===== config.mk =====
export PLATFORM = sky130hd
export DESIGN_NAME = pidr_div1000
export DESIGN_NICKNAME = d
export VERILOG_FILES = /design/src/rtl/core/pidr_pkg.sv /design/src/rtl/core/pidr_div1000.sv
export SDC_FILE = /design/constraint.sdc
export NUM_CORES = 1
export LEC_CHECK = 0
export BUFFER_PORTS_ARGS = -buffer_cell sky130_fd_sc_hd__buf_2
export CAP_MARGIN = 25
export CORE_MARGIN = 3
export CORE_UTILIZATION = 35
export DETAILED_ROUTE_END_ITERATION = 8
export SYNTH_ARGS = -nofsm -noshare
export SYNTH_HDL_FRONTEND = slang
export SYNTH_SLANG_ARGS = --single-unit

===== constraint.sdc =====
create_clock -name clk -period 11.9 [get_ports clk]
set_input_delay 1.19 -clock clk [delete_from_list [all_inputs] [get_ports clk]]
set_output_delay 1.19 -clock clk [all_outputs]
set_load 0.005 [all_outputs]

===== src/rtl/core/pidr_pkg.sv =====
`default_nettype none

package pidr_pkg;

  // per-motor state word kept in the state memory
  typedef struct packed {
    logic signed [24:0] integ;
    logic signed [17:0] prev;
  } pidr_entry_t;

  // stage load strobes for one divide-by-1000 lane
  typedef struct packed {
    logic ld_x;
    logic ld_q0;
    logic ld_q;
  } pidr_ld_t;

  localparam int CfgIdxW  = 3;
  localparam int CfgDataW = 24;

  localparam logic [CfgIdxW-1:0] CFG_MODE   = 3'd0;
  localparam logic [CfgIdxW-1:0] CFG_GAIN_P = 3'd1;
  localparam logic [CfgIdxW-1:0] CFG_GAIN_I = 3'd2;
  localparam logic [CfgIdxW-1:0] CFG_GAIN_D = 3'd3;
  localparam logic [CfgIdxW-1:0] CFG_WLIM   = 3'd4;

  localparam logic signed [16:0] DEADBAND = 17'sd1000;
  localparam logic [15:0]        MAG_MAX  = 16'hFFFF;

endpackage

`default_nettype wire


===== src/rtl/core/pidr_div1000.sv =====
`default_nettype none

module pidr_div1000 import pidr_pkg::*; (
  input  wire logic               clk,
  input  wire pidr_ld_t           ld,
  input  wire logic signed [41:0] prod,
  output logic [25:0]             quot,
  output logic                    neg
);

  // x/1000 = (x/8)/125, reciprocal floor(2^38/125) is short by at most one
  localparam logic [31:0] Recip      = 32'd2199023255;
  localparam int          RecipShift = 38;
  localparam logic [32:0] DivRest    = 33'd125;

  logic [41:0] mag;
  logic [37:0] shifted;
  logic [31:0] x_nxt;
  logic [31:0] x_r;
  logic        neg_x_r;

  logic [63:0] q0_full;
  logic [25:0] q0_r;
  logic [31:0] x_q0_r;
  logic        neg_q0_r;

  logic [32:0] q0_times;
  logic [32:0] rem;
  logic [25:0] q_nxt;
  logic [25:0] quot_r;
  logic        neg_q_r;

  always_comb begin
    mag     = prod[41] ? 42'(-prod) : 42'(prod);
    shifted = mag[40:3];
    // a clamped quotient is far beyond any drive that can still be cancelled
    x_nxt   = (|shifted[37:32]) ? '1 : shifted[31:0];
  end

  always_ff @(posedge clk) begin
    if (ld.ld_x) begin
      x_r     <= x_nxt;
      neg_x_r <= prod[41];
    end
  end

  assign q0_full = x_r * Recip;

  always_ff @(posedge clk) begin
    if (ld.ld_q0) begin
      q0_r     <= q0_full[RecipShift +: 26];
      x_q0_r   <= x_r;
      neg_q0_r <= neg_x_r;
    end
  end

  always_comb begin
    q0_times = 33'({q0_r, 7'b0}) - 33'({q0_r, 1'b0}) - 33'(q0_r);
    rem      = 33'(x_q0_r) - q0_times;
    q_nxt    = (rem >= DivRest) ? q0_r + 26'd1 : q0_r;
  end

  always_ff @(posedge clk) begin
    if (ld.ld_q) begin
      quot_r  <= q_nxt;
      neg_q_r <= neg_q0_r;
    end
  end

  assign quot = quot_r;
  assign neg  = neg_q_r;

endmodule

`default_nettype wire


After elaboration in Yosys (flattened, before gate mapping). Index checks and enable logic that the tools add are counted.

Register bits: 119. Bits of input ports: 46. Output and inout port bits: 27. Logic and storage cells: 17.

$add $sub $neg: 5. Multiply operators: 1. Order comparisons: 1. Muxes and demuxes: 2. Reductions and logical operators: 1.

Operator list (number): $mul 32x32->64 const B (1); $mux 41 (1); $neg 41->41 (1); $ge 33x7->1 const B (1); $sub 32x33->33 (1); $sub 33x26->33 (1); $sub 33x27->33 (1); $add 26x1->26 const B (1); $mux 26 (1); $reduce_or 6->1 (1).

Longest topological paths before layout.
Word-level depth: 5. Depth in mapped cells: 26. Mapped depth without buffers: 26.

Worst setup path after synthesis. No wires, ideal clock.

Kind: reg-to-reg. Start point: register x_r[14]. End point: register q0_r[24], data pin. Arrival: 6.824 ns. Slack: 4.809 ns. Cell stages (with the launch flop): 24. Period minus slack after synthesis: 7.091 ns. Cell sequence: edfxtp_1 ha_1 fa_1 fa_1 inv_1 fa_1 inv_1 fa_1 fa_1 fa_1 inv_1 fa_1 inv_1 ha_1 nand3_1 nor3_1 o2111ai_1 a41o_1 a31o_2 a311o_1 a21oi_1 o21ai_0 a31oi_1 xor2_1.

Word-level cells in the longest chain between the ends: 1.

Ends and longest elaborated chain: start: declaration (RTL line pidr_div1000.sv:19) `logic [31:0] x_r;`; start signal: assignment (RTL line pidr_div1000.sv:42) `x_r <= x_nxt;`; $mul 32x32->64 (RTL line pidr_div1000.sv:47) `assign q0_full = x_r * Recip;`; via q0_full[62] (RTL line pidr_div1000.sv:22) `logic [63:0] q0_full;`; end signal: assignment (RTL line pidr_div1000.sv:51) `q0_r <= q0_full[RecipShift +: 26];`; end: declaration (RTL line pidr_div1000.sv:23) `logic [25:0] q0_r;`.

The timed path passes the listed nets, and every way through them passes these cells. A chain may end at the register's enable or synchronous reset.

Worst setup path after layout. Ends and elaborated chain as after synthesis.

==> results.md <==
- Largest family of logic cells by synthesized area: adder cells
- H-tree depth: 4
- EDFF count, synth: between 100 and 150
- GR Overflow Total: 0
- Routed Antenna Nets: 0
- FF-to-FF path depth: 23
- Crit path required time: between 10 and 15 ns
- Slew @ Worst Pin: approximately 0.90 ns
- Fillers: just under 7000
- Post-synthesis compound-gate area fraction: 0.0825
- DRT Wirelength: around 64000 um
- Fin crit period: 8.15 ns
- Asr flop ratio synth: 0
- Endpoints failing hold: 0
- Mux share of post-synthesis cell area: 0.00128
- Fin. max-slew vios: 0
- Crit path arrival time: 8.34 ns
- Reg clk slew, reported paths: 0.06 ns
- DP HPWL: ~55000 um
- Worst-Skew Late Latency: 0.46 ns
- Setup crit start kind: flop
- DIE WIDTH: about 270 um
- Mean Syn Cell Area: 10.4 um2
- Hold-fix buffers, CTS: 0
- Area growth, synth to finish: 8.27%
- Detailed-route wire length per cell: 19.0 um
- Initial DRC Count: 976
- Hold EP: neg
- # rows: 96
- Core area: 0.0688 mm2
- Post-synthesis xor/xnor area fraction: 0.0318
- Clock tree from TritonCTS: done
- Setup TNS: 0 ns
- I/O pins: 73
- Num CTS Buffers: 17
- Share of the synthesized area in the top cell type: 0.329
- TritonCTS Sinks: 119
- Largest cells by area after synthesis: fa_1 (33%), ha_1 (24%), edfxtp_1 (15%)
- First-pass GRT wire length: around 100000 um
- Crit path capture type: flop
- CP max stage cell: edfxtp_1
- Type of the most critical hold path: reg -> reg
- Routed vias/inst: slightly below 5
- Die area: approximately 0.073 mm2
- Area share of and/or/nand/nor cells after synthesis: 0.0645
- Cells along the critical path: ha_1 > fa_1 > fa_1 > inv_1 > fa_1 > inv_1 > fa_1 > fa_1 > fa_1 > inv_1 > fa_1 > inv_1 > ha_1 > nand3_1 > nor3_1 > o2111ai_1 > a41o_1 > a31o_2 > a311o_1 > a21oi_1 > o21ai_0 > a31oi_1 > xor2_1
- Post-synthesis sequential area ratio: 0.147
- Tot GR Track Use: 0.181
- CTS Buffer Depth: 2
- Worst-path fanout max: 12
- CTS root buffer: clkbuf_16
- Post CTS Setup Buffer Count: 0
- Initial core utilization: 0.354
- Hold path start: neg_q0_r
- Vias in the first global route: 18200
- Nets: 3330
- Worst slew margin: 0.398
- Synth cell types: 75
- Reg-to-Reg End: q0_r[24]
- Antenna Cells: 0
- Via count: 16500
- F_max: 123 MHz
- Most Frequent Cell on Critical Path: fa_1
- Status: finished clean
- FF+latch area: 0.00357 mm2
- Cell with the most instances after synthesis: inv_1
- Largest stage delay, worst path: 0.94 ns
- Number of antenna violations at the first check in global routing: 0
- I/O Buffers: 72
- RSZ-0062 raised after global routing: no
- Reg2reg setup slack: 3.75 ns
- First drt pass iteration count: 5
- Worst path bufs/invs: 4
- Share of layout cells above drive strength 1: 0.0657
- Yosys top cell by area: fa_1
- Post-cts resize count: 0
- Clk_skew: 0.0146 ns
- Syn Std Cell Area: 0.0244 mm2
- Adder-cell share of the synthesized area: 0.566
- Top delay family on crit path: adder cells
- Worst setup margin: 3.75 ns
- Max-cap violations: 0
- GP Congestion: 0.928
- Area occupied by multi-input gates: ~0.018 mm2
- Period utilisation layout: 0.685
- Pre-CTS setup slack: roughly 3.8 ns
- Syn_nets: 3261
- #FFs+latches synth: 119
- Dominant synthesized flop cell: edfxtp_1
- Largest net degree at the start of global routing: 60
- Hold Path Cell Cnt: 0
- Synth warn: 0
- Synth cell count leaders: inv_1 (655), ha_1 (462), fa_1 (401)
- Die Ht: about 270 um
- WS Path Type: reg -> reg
- Setup-failing EPs final: 0
- RR Startpoint: x_r[14]
- DRC Markers: 0
- Post-Syn Instances: 2352
[metrics by stage]
step,instances,util,cell area [um2],hold WS [ns]
after floorplan,2352,-,24400,0.400
after global placement,3331,0.375,25800,0.478
after detailed placement,3332,0.375,25800,0.475
after CTS,3364,0.383,26400,0.491
after global routing,3365,0.384,26400,0.495
final,3365,0.384,26400,0.474
[worst max-delay path by stage]
stage | startpoint | to | slack (ns) | depth (start not counted)
2_1_floorplan | x_r[14] | q0_r[24] | 4.81 | 23
3_3_place_gp | x_r[14] | q0_r[24] | 4.01 | 23
3_5_place_dp | x_r[14] | q0_r[24] | 3.83 | 23
4_1_cts | x_r[14] | q0_r[24] | 3.80 | 23
5_1_grt | x_r[14] | q0_r[13] | 3.41 | 23
6_report | x_r[14] | q0_r[24] | 3.75 | 23
[layer usage]
| metal | track usage | up-vias | part of all wire |
|---|---|---|---|
| met5 | 0 | - | 0 |
| met4 | 0.0490 | 0 | 0.024 |
| met3 | 0.0334 | 70 | 0.060 |
| met2 | 0.298 | 430 | 0.47 |
| met1 | 0.244 | 8228 | 0.45 |
| li1 | - | 7767 | - |
[cells in the final DEF, fill, tap and decap left out, types with 6 or more instances in the layout]
master	synthesis	routed
a211o_1	8	8
a211oi_1	20	20
a21o_1	38	38
a21oi_1	62	62
a31oi_1	8	8
buf_2	1	72
buf_4	0	7
clkbuf_16	0	17
edfxtp_1	119	119
fa_1	401	401
ha_1	462	462
inv_1	655	655
nand2_1	69	69
nand2_2	30	30
nand3_1	19	19
nand4_1	22	22
nor2_1	53	53
nor2b_1	6	6
nor3_1	32	32
nor4_1	12	12
o211ai_1	11	11
o21a_1	13	13
o21ai_0	53	53
o21bai_1	9	9
o22ai_1	6	6
o31ai_1	14	14
or3_1	11	11
or4_1	7	7
xnor2_1	47	47
xor2_1	39	39
[cell type report]
class                           count  share of cell area
Clock buffer                       19              0.0164
Timing Repair Buffer               81              0.0168
Inverter                          655              0.0931
Clock inverter                     13             0.00460
Tap cell                          931              0.0441
Multi-Input combinational cell   1547               0.690
Sequential cell                   119               0.135
[sequential cells by signal, summed over array words and instances (netlist names)]
| register | flops |
|---|---|
| x_q0_r | 32 |
| x_r | 32 |
| q0_r | 26 |
| quot | 26 |
| neg | 1 |
| neg_q0_r | 1 |
| neg_x_r | 1 |
[logic make-up after synthesis]
kind of cell               count (synthesis)
DFF                                      119
buffers and inverters                    686
xor gates and xnor gates                  87
AOI/OAI and AO/OA                        296
muxes                                      3
adders and majority gates                863
and+or+nand+nor                          298
Power is left out: the tool's default activity adds up to more than one toggle a clock period on the data nets, which glitch-free logic cannot reach.
