`src/rtl/core/pidr_pkg.sv`:
```
`default_nettype none

package pidr_pkg;

  // per-motor state word kept in the state memory
  typedef struct packed {
    logic signed [24:0] integ;
    logic signed [17:0] prev;
  } pidr_entry_t;

  // stage load strobes for one divide-by-1000 lane
  typedef struct packed {
    logic ld_x;
    logic ld_q0;
    logic ld_q;
  } pidr_ld_t;

  localparam int CfgIdxW  = 3;
  localparam int CfgDataW = 24;

  localparam logic [CfgIdxW-1:0] CFG_MODE   = 3'd0;
  localparam logic [CfgIdxW-1:0] CFG_GAIN_P = 3'd1;
  localparam logic [CfgIdxW-1:0] CFG_GAIN_I = 3'd2;
  localparam logic [CfgIdxW-1:0] CFG_GAIN_D = 3'd3;
  localparam logic [CfgIdxW-1:0] CFG_WLIM   = 3'd4;

  localparam logic signed [16:0] DEADBAND = 17'sd1000;
  localparam logic [15:0]        MAG_MAX  = 16'hFFFF;

endpackage

`default_nettype wire

```
`src/rtl/core/pidr_state_mem.sv`:
```
`default_nettype none

module pidr_state_mem import pidr_pkg::*; #(
  parameter int DEPTH = 8,
  parameter int AW    = 3
) (
  input  wire logic          clk,
  input  wire logic          rst_n,
  input  wire logic          rd_en,
  input  wire logic [AW-1:0] rd_addr,
  input  wire logic          wr_en,
  input  wire logic [AW-1:0] wr_addr,
  input  wire pidr_entry_t   wr_data,
  output pidr_entry_t        rd_data
);

  pidr_entry_t      mem [DEPTH];
  logic [DEPTH-1:0] valid_r;
  pidr_entry_t      rdata_r;
  logic             rvalid_r;
  logic             fwd_r;
  pidr_entry_t      fwd_data_r;
  logic             fwd_nxt;

  always_ff @(posedge clk) begin
    if (wr_en) begin
      mem[wr_addr] <= wr_data;
    end
  end

  always_ff @(posedge clk) begin
    if (rd_en) begin
      rdata_r    <= mem[rd_addr];
      fwd_data_r <= wr_data;
    end
  end

  // a write at the same edge as the read is not seen by the array read
  assign fwd_nxt = wr_en && (wr_addr == rd_addr);

  always_ff @(posedge clk) begin
    if (!rst_n) begin
      valid_r  <= '0;
      rvalid_r <= 1'b0;
      fwd_r    <= 1'b0;
    end else begin
      if (wr_en) begin
        valid_r[wr_addr] <= 1'b1;
      end
      if (rd_en) begin
        rvalid_r <= valid_r[rd_addr];
        fwd_r    <= fwd_nxt;
      end
    end
  end

  always_comb begin
    if (fwd_r) begin
      rd_data = fwd_data_r;
    end else if (rvalid_r) begin
      rd_data = rdata_r;
    end else begin
      rd_data = '0;
    end
  end

endmodule

`default_nettype wire

```
`config.mk`:
```
export PLATFORM = sky130hd
export DESIGN_NAME = pidr_state_mem
export DESIGN_NICKNAME = d
export VERILOG_FILES = /design/src/rtl/core/pidr_pkg.sv /design/src/rtl/core/pidr_state_mem.sv
export SDC_FILE = /design/constraint.sdc
export NUM_CORES = 1
export LEC_CHECK = 0
export ABC_AREA = 1
export BUFFER_PORTS_ARGS = -buffer_cell sky130_fd_sc_hd__clkbuf_2
export CAP_MARGIN = 15
export CORE_MARGIN = 3
export CORE_UTILIZATION = 60
export CTS_CLUSTER_SIZE = 20
export DETAILED_ROUTE_END_ITERATION = 10
export GPL_TIMING_DRIVEN = 0
export PLACE_DENSITY = 0.84
export SLEW_MARGIN = 20
export SYNTH_ARGS = -nofsm -noshare
export SYNTH_HDL_FRONTEND = slang
export SYNTH_SLANG_ARGS = --single-unit
```
`constraint.sdc`:
```
create_clock -name clk -period 3.7 [get_ports clk]
set_input_delay 0.925 -clock clk [delete_from_list [all_inputs] [get_ports clk]]
set_output_delay 0.925 -clock clk [all_outputs]
set_load 0.01 [all_outputs]
```
After elaboration in Yosys (flattened, before gate mapping)
Memories as Yosys holds them, arrays and structs flattened. A register that Yosys moved wholly into a read port is not among the register bits.
Index checks and enable logic that the tools add are counted.
Storage, ports and cells
  bits in registers: 53
  memory bits (writable): 344
  input bits: 53
  output and inout port bits: 43
  logic and storage cells: 21
  memories kept: 1
Operators by class
  order comparisons: 3
  equality and inequality tests: 1
  mux-type cells: 8
  bitwise logic cells: 1
  reduce and logical (&&, ||, !) cells: 2
Memory list
  mem: depth 8, width 43, read ports 1, clocked after memory_dff 1, write ports 1, RTL line pidr_state_mem.sv:17  | pidr_entry_t mem [DEPTH];
Operator list (number)
  43-bit 2-to-1 mux: 2
  3-bit by 4-bit < comparator with 1-bit output (second input constant): 2
  8-bit OR: 1
  1-bit 2-to-1 mux: 4
  1-bit binary-select mux with 3-bit select: 1
  1-bit demux with 3-bit select: 1
  3-bit equality test: 1
  3-bit by 1-bit >= comparator with 1-bit output (second input constant): 1
  1-bit logical AND: 2

Longest topological paths before layout
  depth in word-level cells: 5
  depth in mapped cells: 8
  mapped depth without buffers: 6

Worst setup path after synthesis
OpenSTA, ideal clock, no wires.
  path kind: input port to flip-flop
  start: input wr_en
  end: memory mem[4][0] (netlist bit) (enable)
  library setup time: 0.446 ns
  data arrival time: 2.947 ns
  required time: 3.254 ns
  slack: 0.308 ns
  stages: 4
  path buffers: 0
  path through: inv_1 -> nor2_1 -> inv_1 -> nor2_1
On the way
  longest elaborated chain between the ends: 2
Ends and longest elaborated chain
  from (decl): RTL line pidr_state_mem.sv:11  | input wire logic wr_en,
  1-bit 2-to-1 mux: RTL line pidr_state_mem.sv:26  | if (wr_en) begin
  1-bit 2-to-1 mux (not written as such): RTL line pidr_state_mem.sv:27  | mem[wr_addr] <= wr_data;
  to (decl): RTL line pidr_state_mem.sv:17
Every way passes these cells.

==> metrics.md <==
| Metric | Value |
|---|---|
| Maximum vdd drop | 0.450 mV |
| Clock skew | 20.4 ps |
| Hold Crit Depth | 2 |
| Synthesized area | 17000 µm² |
| Share of total power in the clock network | 40.2% |
| Yosys cell types | 20 |
| Row count | 61 |
| Crit-path cells | clkbuf_1 -> inv_2 -> clkbuf_1 -> nand3_1 -> nand2_1 -> clkbuf_2 |
| Worst Path Max Fanout | 10 |
| Seq/Total Area, Yosys | 77.1% |
| LEAKAGE | 7.07 nW |
| Synth async-reset ratio | 0% |
| FF-to-FF Start | mem[2][37] |
| Worst path slowest cell | clkbuf_1 |
| DP Cell Count | 1769 |
| GR Util met2 | 46.1% |
| WL final | around 43000 µm |
| Port buffer count | between 90 and 100 |
| Io pins | between 90 and 100 |
| Most Frequent Cell on Critical Path | clkbuf_1 |
| Layout net count | approximately 1500 |
| Critical Path RT | 2770 ps |
| Die Area | 30400 µm² |
| Flop pwr share | 52.8% |
| Worst skew pair latency | 550 ps |
| Min-Delay Path Class | flop to flop |
| Synth top cells by count | edfxtp_1, nand2_1, nor2_1 |
| Hold buffers post-CTS | 0 |
| Die W | 174 µm |
| Final Max Slew Viols | 0 |
| GR peak layer | met2 |
| CTS max path bufs | 3 |
| Number of antenna violations at the first check in global routing | 1 |
| Setup TNS Final | 0 ps |
| Largest net degree at the start of global routing | 91 |
| Post-synth net total | ~1300 |
| Buf/Inv on CP | 4 |
| Reg2Reg Depth | 4 |
| Top-count cell post-synth | edfxtp_1 |
| Cell Pwr Density | 550 nW/µm² |
| Post-route insts no fill | approximately 1800 |
| M3 GR Usage | 5.46% |
| Ratio of cells with drive above 1 in the final layout | 16.4% |
| First-pass GRT wire length | between 60000 and 70000 µm |
| Comb power frac | under 10% |
| Worst Max-Slew Pin Slew | 899 ps |
| Root Buffer | clkbuf_16 |
| Final setup vio count | 0 |
| Initial Util | 61.1% |
| Critical Path AT | 2450 ps |
| CP Launch Type | flop |
| Area grow syn2layout | 16.4% |
| Min cycle time layout | 3370 ps |
| Final period utilization | 91.1% |
| DPL Wire Length | 26300 µm |
| Main synth FF type | edfxtp_1 |
| Post-Synthesis Cells | 1283 |
| Internal reg-to-reg setup slack | 2450 ps |
| CTS Buf Count | 42 |
| Pre-Repair DR Iteration Count | 6 |
| Setup Buffers After CTS | 0 |
| Hold Violations, Final | 0 |
| Min-Delay Endpoint | valid_r[0] |
| # DRC | 0 |
| Filler Cells Inserted | between 1500 and 2000 |
| Final RePlAce weighted congestion | a little over 0.8 |
| CTS H-tree depth | 2 |
| Unrepaired setup endpoints after global routing | false |
| Core Area | ~28000 µm² |
| Post-DR wirelength/cell | 23.4 µm |
| NetSw | 2.41 mW |
| Warning count from the yosys run | 0 |
| Die height | ~170 µm |
| Internal power | 8.48 mW |
| Fmax | a little under 300 MHz |
| Outcome | finished clean |
| #FFs+latches synth | 440 |
| Antenna Nets Post-Route | 0 |
| CP top delay family | buffers and inverters |
| Vias/cell | 6.19 |
| Hold wc startpoint | valid_r[0] |
| Reg2reg end | rdata_r[37] |
| Worst Setup End Kind | output pin |
| Clock Pin Slew Worst Setup and Hold Paths | 70 ps |
| Via count | between 10000 and 15000 |
| GRT overflow | 0 |
| Post-synth EDFFs | 430 |
| Sw Share | ~22% |
| Max_slew headroom | 40.1% |
| Number of global-route vias before repair | 11300 |
| Max stage delay on crit path | 670 ps |
| Top post-synthesis cells by area | edfxtp_1, nand2_1, nor2_1 |
| Cell taking the most area after synthesis | edfxtp_1 |
| Clock sink count | 440 |
| Top cell type's share of synthesized area | 75.9% |
| 1st-iter DRT viols | 1678 |
| Met1 Use GR | between 30% and 40% |
| Resized cells post-CTS | 0 |
| Max_cap viols | 0 |
| Syn Area/Cell | 13.3 µm² |
| CTS tree | yes |
| GRT Total Usage | 28.1% |
| Type of the worst setup path | flop to output pin |
-- layout by cell type, fill, tap and decap left out, drive strengths merged --
cell / synthesis / routed
o22ai: 86 / 86
dfxtp: 10 / 10
a21oi: 2 / 2
bufinv: 0 / 6
nand4: 1 / 1
nand2: 229 / 229
clkbuf: 40 / 182
clkinvlp: 0 / 4
xnor2: 2 / 2
nand3: 49 / 49
inv: 20 / 22
edfxtp: 430 / 430
o21ai: 174 / 174
diode: 0 / 2
buf: 40 / 56
clkinv: 0 / 13
nor2: 200 / 200
-- per-layer routing --
metal	wire [µm]	vias up
li1	-	4950
met1	15200	5453
met2	21000	871
met3	5290	154
met4	1660	0
met5	0	-
-- sequential cells by signal, summed over array words and instances (netlist names) --
| name | count |
|---|---|
| mem | 344 |
| rvalid_r | 1 |
| valid_r | 8 |
| fwd_r | 1 |
| fwd_data_r | 43 |
| rdata_r | 43 |
-- worst max path at each step --
stage	startpoint	end	slack (ps)	depth (start not counted)
6_report	fwd_r	rd_data[18]	330	6
5_1_grt	fwd_r	rd_data[24]	170	6
4_1_cts	fwd_r	rd_data[18]	340	6
3_5_place_dp	wr_addr[0]	mem[7][17]	920	5
3_3_place_gp	wr_en	mem[0][12]	-1470	5
2_1_floorplan	wr_en	mem[4][0]	310	4
-- power groups by stage --
| stage | Combinational (mW) | Sequential (mW) | Clock, mW |
|---|---|---|---|
| global placement | 0.669 | 5.86 | 0 |
| detailed placement | 0.739 | 5.86 | 0 |
| floorplan | 0.389 | 5.85 | 0 |
| finish | 0.761 | 5.75 | 4.38 |
| CTS | 0.749 | 5.75 | 4.40 |
| global route | 0.818 | 5.77 | 4.58 |
-- layout make-up --
cell class / instances / area [µm²] / area share (%)
antenna: 2 / 5.00 / 0.0253
timing repair buffer: 108 / 852 / 4.30
tap: 378 / 473 / 2.39
inverter: 20 / 77.6 / 0.392
clock inverter: 25 / 303 / 1.53
sequential: 440 / 13100 / 66.2
multi-input combinational: 743 / 3430 / 17.3
buffer: 80 / 452 / 2.28
clock buffer: 50 / 1100 / 5.56
-- per-stage QoR --
stage / util (%) / power [mW] / area (µm²) / setup WS, ps / hold WS, ps
2_1_floorplan: - / 6.24 / 17000 / 308 / 440
4_1_cts: 71.1 / 10.9 / 19800 / 341 / 473
5_1_grt: 71.1 / 11.2 / 19800 / 168 / 525
6_report: 71.1 / 10.9 / 19800 / 329 / 477
3_5_place_dp: 66.0 / 6.60 / 18400 / 918 / 458
3_3_place_gp: 64.4 / 6.53 / 17900 / -1470 / 449
-- tightest hold or removal path, stage by stage, from the launching register on --
cell	delay [ps]
dfxtp_1	330
nor2_1	50
nor2_1	70
-- cells by family (layout without fill, tap and decap cells) --
logic type,after synthesis,count (layout),synth area share (%)
simple gates,479,479,10.9
flops,440,440,77.1
compound gates,262,262,8.78
buf+inv,100,283,3.11
xor+xnor,2,2,0.103
other cells,0,2,0
Note: power is estimated with default switching activity, not from simulation.
